--- src/design/assert_macros.svh ---
`ifndef ASSERT_MACROS_SVH
`define ASSERT_MACROS_SVH

// Same-cycle implication, checked at every rising edge outside reset.
`define DIVU_ASSERT_IMPL(lbl, ante, cons) \
  lbl: assert property (@(posedge clk) disable iff (!rst_n) (ante) |-> (cons)) \
    else $error("divider assertion failed");

// Implication across a fixed number of cycles.
`define DIVU_ASSERT_DELAY(lbl, ante, dly, cons) \
  lbl: assert property (@(posedge clk) disable iff (!rst_n) (ante) |-> ##(dly) (cons)) \
    else $error("divider latency assertion failed");

`endif

--- src/design/divu_pkg.sv ---
package divu_pkg;

  localparam int DIVIDEND_W      = 64;
  localparam int DIVISOR_W       = 16;
  // Quotient bits resolved per pipeline stage by default.
  localparam int STAGE_BITS_DEF  = 4;

  typedef struct packed {
    logic [DIVIDEND_W-1:0] dividend;
    logic [DIVISOR_W-1:0]  divisor;
  } in_word_t;

  typedef struct packed {
    logic [DIVIDEND_W-1:0] quotient;
    logic                  divide_by_zero;
  } out_word_t;

  // Working word of one pipeline stage. The upper part of work holds the
  // dividend bits still to be consumed, the lower part the quotient bits
  // produced so far.
  typedef struct packed {
    logic [DIVISOR_W-1:0]  rem;
    logic [DIVIDEND_W-1:0] work;
    logic [DIVISOR_W-1:0]  divisor;
  } stage_t;

endpackage

--- src/design/divide_u64_by_u16_unit.sv ---
// Pipelined unsigned divider: a 64-bit dividend by a 16-bit divisor, giving
// the truncated 64-bit quotient. A word is taken at every rising edge where
// start is high; busy never rises, so a new word may be issued every cycle.
// Each word produces exactly one result, shown on out_data for one cycle
// with out_valid high once the word has passed through the STAGES stage
// registers and then the output register (STAGE_BITS defaults to four).
// The receiver cannot hold a result off, and the pipeline never stalls. The
// pipeline is a chain of restoring-division stages: each stage resolves
// STAGE_BITS quotient bits, most significant first, with one 17-bit compare
// and subtract per bit, and that short chain sets the clock period. A zero
// divisor gives quotient 0 with divide_by_zero set. The final remainder is
// not returned. STAGE_BITS must divide 64; values from 1 to 8 are supported.
`include "assert_macros.svh"

module divide_u64_by_u16_unit #(
  parameter int STAGE_BITS = divu_pkg::STAGE_BITS_DEF
) (
  input  logic               clk,
  input  logic               rst_n,
  input  logic               start,
  output logic               busy,
  input  divu_pkg::in_word_t  in_data,
  output logic               out_valid,
  output divu_pkg::out_word_t out_data
);

  localparam int STAGES = divu_pkg::DIVIDEND_W / STAGE_BITS;
  localparam int LAT    = STAGES + 1;

  // One quotient bit of restoring division. The running remainder is joined
  // with the next dividend bit; if that reaches the divisor, it is
  // subtracted and the quotient bit is one.
  function automatic divu_pkg::stage_t div_step(input divu_pkg::stage_t s_in);
    logic [divu_pkg::DIVISOR_W:0] part;
    logic [divu_pkg::DIVISOR_W:0] diff;
    logic                         ge;
    divu_pkg::stage_t             s_out;
    part          = {s_in.rem, s_in.work[divu_pkg::DIVIDEND_W-1]};
    diff          = part - {1'b0, s_in.divisor};
    ge            = (part >= {1'b0, s_in.divisor});
    s_out.divisor = s_in.divisor;
    s_out.rem     = ge ? diff[divu_pkg::DIVISOR_W-1:0] : part[divu_pkg::DIVISOR_W-1:0];
    s_out.work    = {s_in.work[divu_pkg::DIVIDEND_W-2:0], ge};
    return s_out;
  endfunction

  logic              accept;
  logic [STAGES-1:0] stg_vld_r;
  divu_pkg::stage_t  stg_r [STAGES];
  divu_pkg::stage_t  stg_nxt [STAGES];

  logic               out_valid_r;
  divu_pkg::out_word_t out_data_r;
  divu_pkg::out_word_t out_data_nxt;

  // The pipeline always advances, so the block is never busy.
  assign busy   = 1'b0;
  assign accept = start && !busy;

  // The valid bits travel with the working words, one stage per cycle.
  always_ff @(posedge clk) begin
    if (!rst_n) begin
      stg_vld_r <= '0;
    end else begin
      stg_vld_r <= {stg_vld_r[STAGES-2:0], accept};
    end
  end

  for (genvar s = 0; s < STAGES; s++) begin : g_stage
    divu_pkg::stage_t stg_in;

    if (s == 0) begin : g_first
      // A fresh division starts with a zero remainder.
      always_comb begin
        stg_in.rem     = '0;
        stg_in.work    = in_data.dividend;
        stg_in.divisor = in_data.divisor;
      end
    end else begin : g_rest
      assign stg_in = stg_r[s-1];
    end

    always_comb begin
      stg_nxt[s] = stg_in;
      for (int b = 0; b < STAGE_BITS; b++) begin
        stg_nxt[s] = div_step(stg_nxt[s]);
      end
    end

    // The payload needs no reset; its valid bit says when it means anything.
    always_ff @(posedge clk) begin
      stg_r[s] <= stg_nxt[s];
    end
  end

  // After the last stage every dividend bit has been shifted out, so the
  // working word holds the whole quotient. A zero divisor would have made
  // every quotient bit one; that case is forced to zero and flagged.
  always_comb begin
    out_data_nxt.divide_by_zero = (stg_r[STAGES-1].divisor == '0);
    out_data_nxt.quotient       = out_data_nxt.divide_by_zero ? '0 : stg_r[STAGES-1].work;
  end

  always_ff @(posedge clk) begin
    if (!rst_n) begin
      out_valid_r <= 1'b0;
    end else begin
      out_valid_r <= stg_vld_r[STAGES-1];
    end
    out_data_r <= out_data_nxt;
  end

  assign out_valid = out_valid_r;
  assign out_data  = out_data_r;

  // Every accepted word comes out after the fixed latency.
  `DIVU_ASSERT_DELAY(a_latency, accept, LAT, out_valid)

  // A zero divisor at the input is reported on the matching result.
  `DIVU_ASSERT_DELAY(a_zero_flag, accept && (in_data.divisor == '0), LAT, out_data.divide_by_zero)

  // No result appears without a word taken the fixed latency earlier.
  `DIVU_ASSERT_IMPL(a_no_phantom, out_valid, $past(accept, LAT))

  // The carried remainder always stays below a nonzero divisor.
  for (genvar s = 0; s < STAGES; s++) begin : g_chk
    logic chk_en;
    assign chk_en = stg_vld_r[s] && (stg_r[s].divisor != '0);
    `DIVU_ASSERT_IMPL(a_rem_bound, chk_en, stg_r[s].rem < stg_r[s].divisor)
  end

endmodule

--- config.mk ---
export PLATFORM = sky130hd
export DESIGN_NAME = divide_u64_by_u16_unit
export DESIGN_NICKNAME = d
export VERILOG_FILES = /design/src/design/divu_pkg.sv /design/src/design/divide_u64_by_u16_unit.sv
export VERILOG_INCLUDE_DIRS = /design/src /design/src/design
export SDC_FILE = /design/constraint.sdc
export NUM_CORES = 2
export LEC_CHECK = 0
export ABC_AREA = 1
export CORE_MARGIN = 5
export CORE_UTILIZATION = 35
export CTS_CLUSTER_DIAMETER = 120
export DETAILED_ROUTE_END_ITERATION = 12
export DONT_BUFFER_PORTS = 1
export GPL_TIMING_DRIVEN = 0
export SLEW_MARGIN = 20
export SYNTH_ARGS = -nofsm -noshare
export SYNTH_HDL_FRONTEND = slang
export SYNTH_SLANG_ARGS = --single-unit
--- constraint.sdc ---
create_clock -name clk -period 15.95 [get_ports clk]
set_input_delay 2.3925 -clock clk [delete_from_list [all_inputs] [get_ports clk]]
set_output_delay 2.3925 -clock clk [all_outputs]
set_load 0.05 [all_outputs]
==> flow_summary_export.csv <==
group,metric,value,unit
outcome,status,"finished, final reports clean",
synthesis,synthesis.nets,13750,
setup_path,path_common_cell,"nand2_1",
setup_path,crit_slowest_cell,"dfxtp_1",
clock_tree,cts_made_buffers,174,
synthesis,syn_area_per_cell,7.465,um^2
synthesis,ys.warnings.count,0,
sta,final.period_utilization,59.77,%
clock_tree,root_buffer,"clkbuf_16",
sta,fin_skew,0.06849,ns
synthesis,synth_top_family_by_area,"simple AND/OR/NAND/NOR gates",
final_layout,layout-drive-gt1-share,6.205,%
setup_path,critical_path.top_delay_family,"simple AND/OR/NAND/NOR gates",
clock_tree,cts_resized,0,
synthesis,synth_compound_area_share,11.43,%
synthesis,synth_xor_area_share,7.040,%
route,drt_iter0_markers,5608,
synthesis,synth_common_cells,"3611 x nand2_1, 1602 x dfxtp_1, 1344 x inv_1",
sta,finalSetupTns,0,ns
route,totalWireLength,260900,um
clock_tree,clkSinkCount,1602,
synthesis,yosys_register_bits,1602,
route,avgRoutedWirePerCell,15.85,um
placement,dp_hpwl,209800,um
synthesis,yosysTopAreaCellShare,34.10,%
sta,period_minus_slack,9.533,ns
floorplan,dieWidth,528.4,um
synthesis,synth_simple_gate_area_share,25.92,%
route,dr.pass1.iters,6,
clock_tree,cts_tree,"yes",
global_routing,antenna_found_initial,11,
sta,max_freq,0.1049,GHz
setup_path,worst-path-buf-inv,7,
clock_tree,cts_setup_buffers,0,
synthesis,synth_top_cell_by_area,"dfxtp_1",
clock_tree,clockBufferDepth,4,
placement,portBuffers,0,
global_routing,grt_overflow,0,
setup_path,start_kind,"flip-flop",
route,ant_nets,0,
floorplan,start_util,35.14,%
clock_tree,cts.htree.levels,4,
final_layout,finalNonFillerCells,16470,
clock_tree,clk-insertion-delay-late,0.86,ns
setup_path,arrival,10.25,ns
setup_path,crit_fanout,10,
placement,place_congestion,0.9308,
floorplan,row_count,190,
synthesis,synth.most_common_cell,"nand2_1",
floorplan,die-area,279200,um^2
sta,tightest_slew,0.9145,ns
flow_run,max_cap_violations,0,
route,num_vias,80280,
synthesis,synthMuxAreaShare,0,%
synthesis,synth_area,94060,um^2
synthesis,synth_fa_ha_area_share,14.76,%
global_routing,grt_max_degree,16,
synthesis,synth_seq_area_share,34.10,%
sta,holdWs,0.2648,ns
sta,finalSetupViolations,0,
final_layout,fillers,28010,
setup_path,worst-setup-path-type,"reg -> reg",
clock_tree,clkSlewWorstSetupHoldPaths,0.06,ns
clock_tree,cts_hold_buf,0,
route,drc,0,
final_layout,final_nets,13930,
setup_path,cp.required,16.67,ns
sta,drv_slew,0,
floorplan,core,267700,um^2
final_layout,area_growth,11.20,%
global_routing,grt_pass1_vias,75990,
floorplan,ios,150,
global_routing,grt_pass1_wl,411400,um
floorplan,chipHeight,528.4,um
setup_path,max_stage_delay,0.57,ns
setup_path,crit_path_end_kind,"flip-flop",
sta,finalHoldViolations,0,
sta,rsz0062_at_grt,"no",
synthesis,postSynthCellCount,12600,
synthesis,synth-edff-count,0,
route,viasPerCell,4.875,
min_path,min_path_type,"reg -> reg",
synthesis,synthTopCellsByArea,"dfxtp_1 34%, nand2_1 14%, ha_1 13%",
synthesis,async_flop_share,0,%
sta,maxSlewHeadroom,39.03,%
synthesis,synthFlopType,"dfxtp_1",
synthesis,yosysUniqueCellTypes,66,
global_routing,groute.usage.overall,18.08,%
final_layout,fin_util,39.07,%
placement,placedCellCount,16150,
-- worst reg2reg max path: cells and delay by family (launching register included) --
kind	cells	cell delay (ns)
buffers and inverters	7	1.58
adders and majority gates	4	1.48
and+or+nand+nor	32	3.93
AOI/OAI and AO/OA	7	1.89
DFF	1	0.57
-- final timing paths --
| path | cells past startpoint | endpoint | startpoint | slack [ns] |
|---|---|---|---|---|
| max | 50 | stg_r[1][186]$_DFF_P_ | stg_r[1][1]$_DFF_P_ | 6.42 |
| min | 0 | stg_r[1][140]$_DFF_P_ | stg_r[1][40]$_DFF_P_ | 0.26 |
| max reg2reg | 50 | stg_r[1][186]$_DFF_P_ | stg_r[1][1]$_DFF_P_ | 6.42 |
| min reg2reg | 0 | stg_r[1][140]$_DFF_P_ | stg_r[1][40]$_DFF_P_ | 0.26 |
-- area by class of cell --
class,count,area (um^2),share of cell area (%)
multi-input combinational,9430,55630,53.19
clock buffer,228,4860,4.646
antenna,5,12.51,0.01196
tap,3552,4444,4.249
buffer,173,1114,1.065
sequential,1602,32070,30.66
clock inverter,82,1210,1.157
inverter,1394,5243,5.013
-- routing by layer --
metal	vias to the layer above	wire length (um)	global-route usage, %	part of all wire (%)
met5	-	0	0	0
met4	0	7254	4.955	2.8
met3	358	13180	2.071	5.1
met2	1874	115700	29.66	44
met1	36280	124800	25.11	48
li1	41770	-	-	-
-- stage by stage --
stage               instance area (um^2)  setup WS [ns]
detailed placement                 98510          5.617
CTS                               104600          6.471
floorplan                          94060          7.523
finish                            104600          6.417
global route                      104600          5.474
global placement                   98500          5.685
-- sequential cells by signal, summed over array words and instances (netlist names) --
| name | count |
|---|---|
| stg_vld_r | 16 |
| stg_r | 1520 |
| out_valid | 1 |
| out_data | 65 |
-- cell families after synthesis --
| family | after synthesis |
|---|---|
| buf+inv | 1567 |
| simple gates | 5640 |
| xor+xnor | 756 |
| other cells | 1 |
| flops | 1602 |
| compound gates | 1961 |
| fa+ha+maj | 1072 |
-- cells in the final DEF (no fill, tap or decap), drive strengths merged, types with 335 or more instances in the layout --
cell type  netlist  routed
a21oi          920     920
nand3          881     881
inv           1393    1410
o21ai          729     729
ha            1010    1010
dfxtp         1602    1602
xnor2          335     335
xor2           421     421
nor2           702     702
nand2         3686    3686
Power is not shown: default switching activity piles up to over one toggle a cycle in this logic, so the estimate is an artifact.
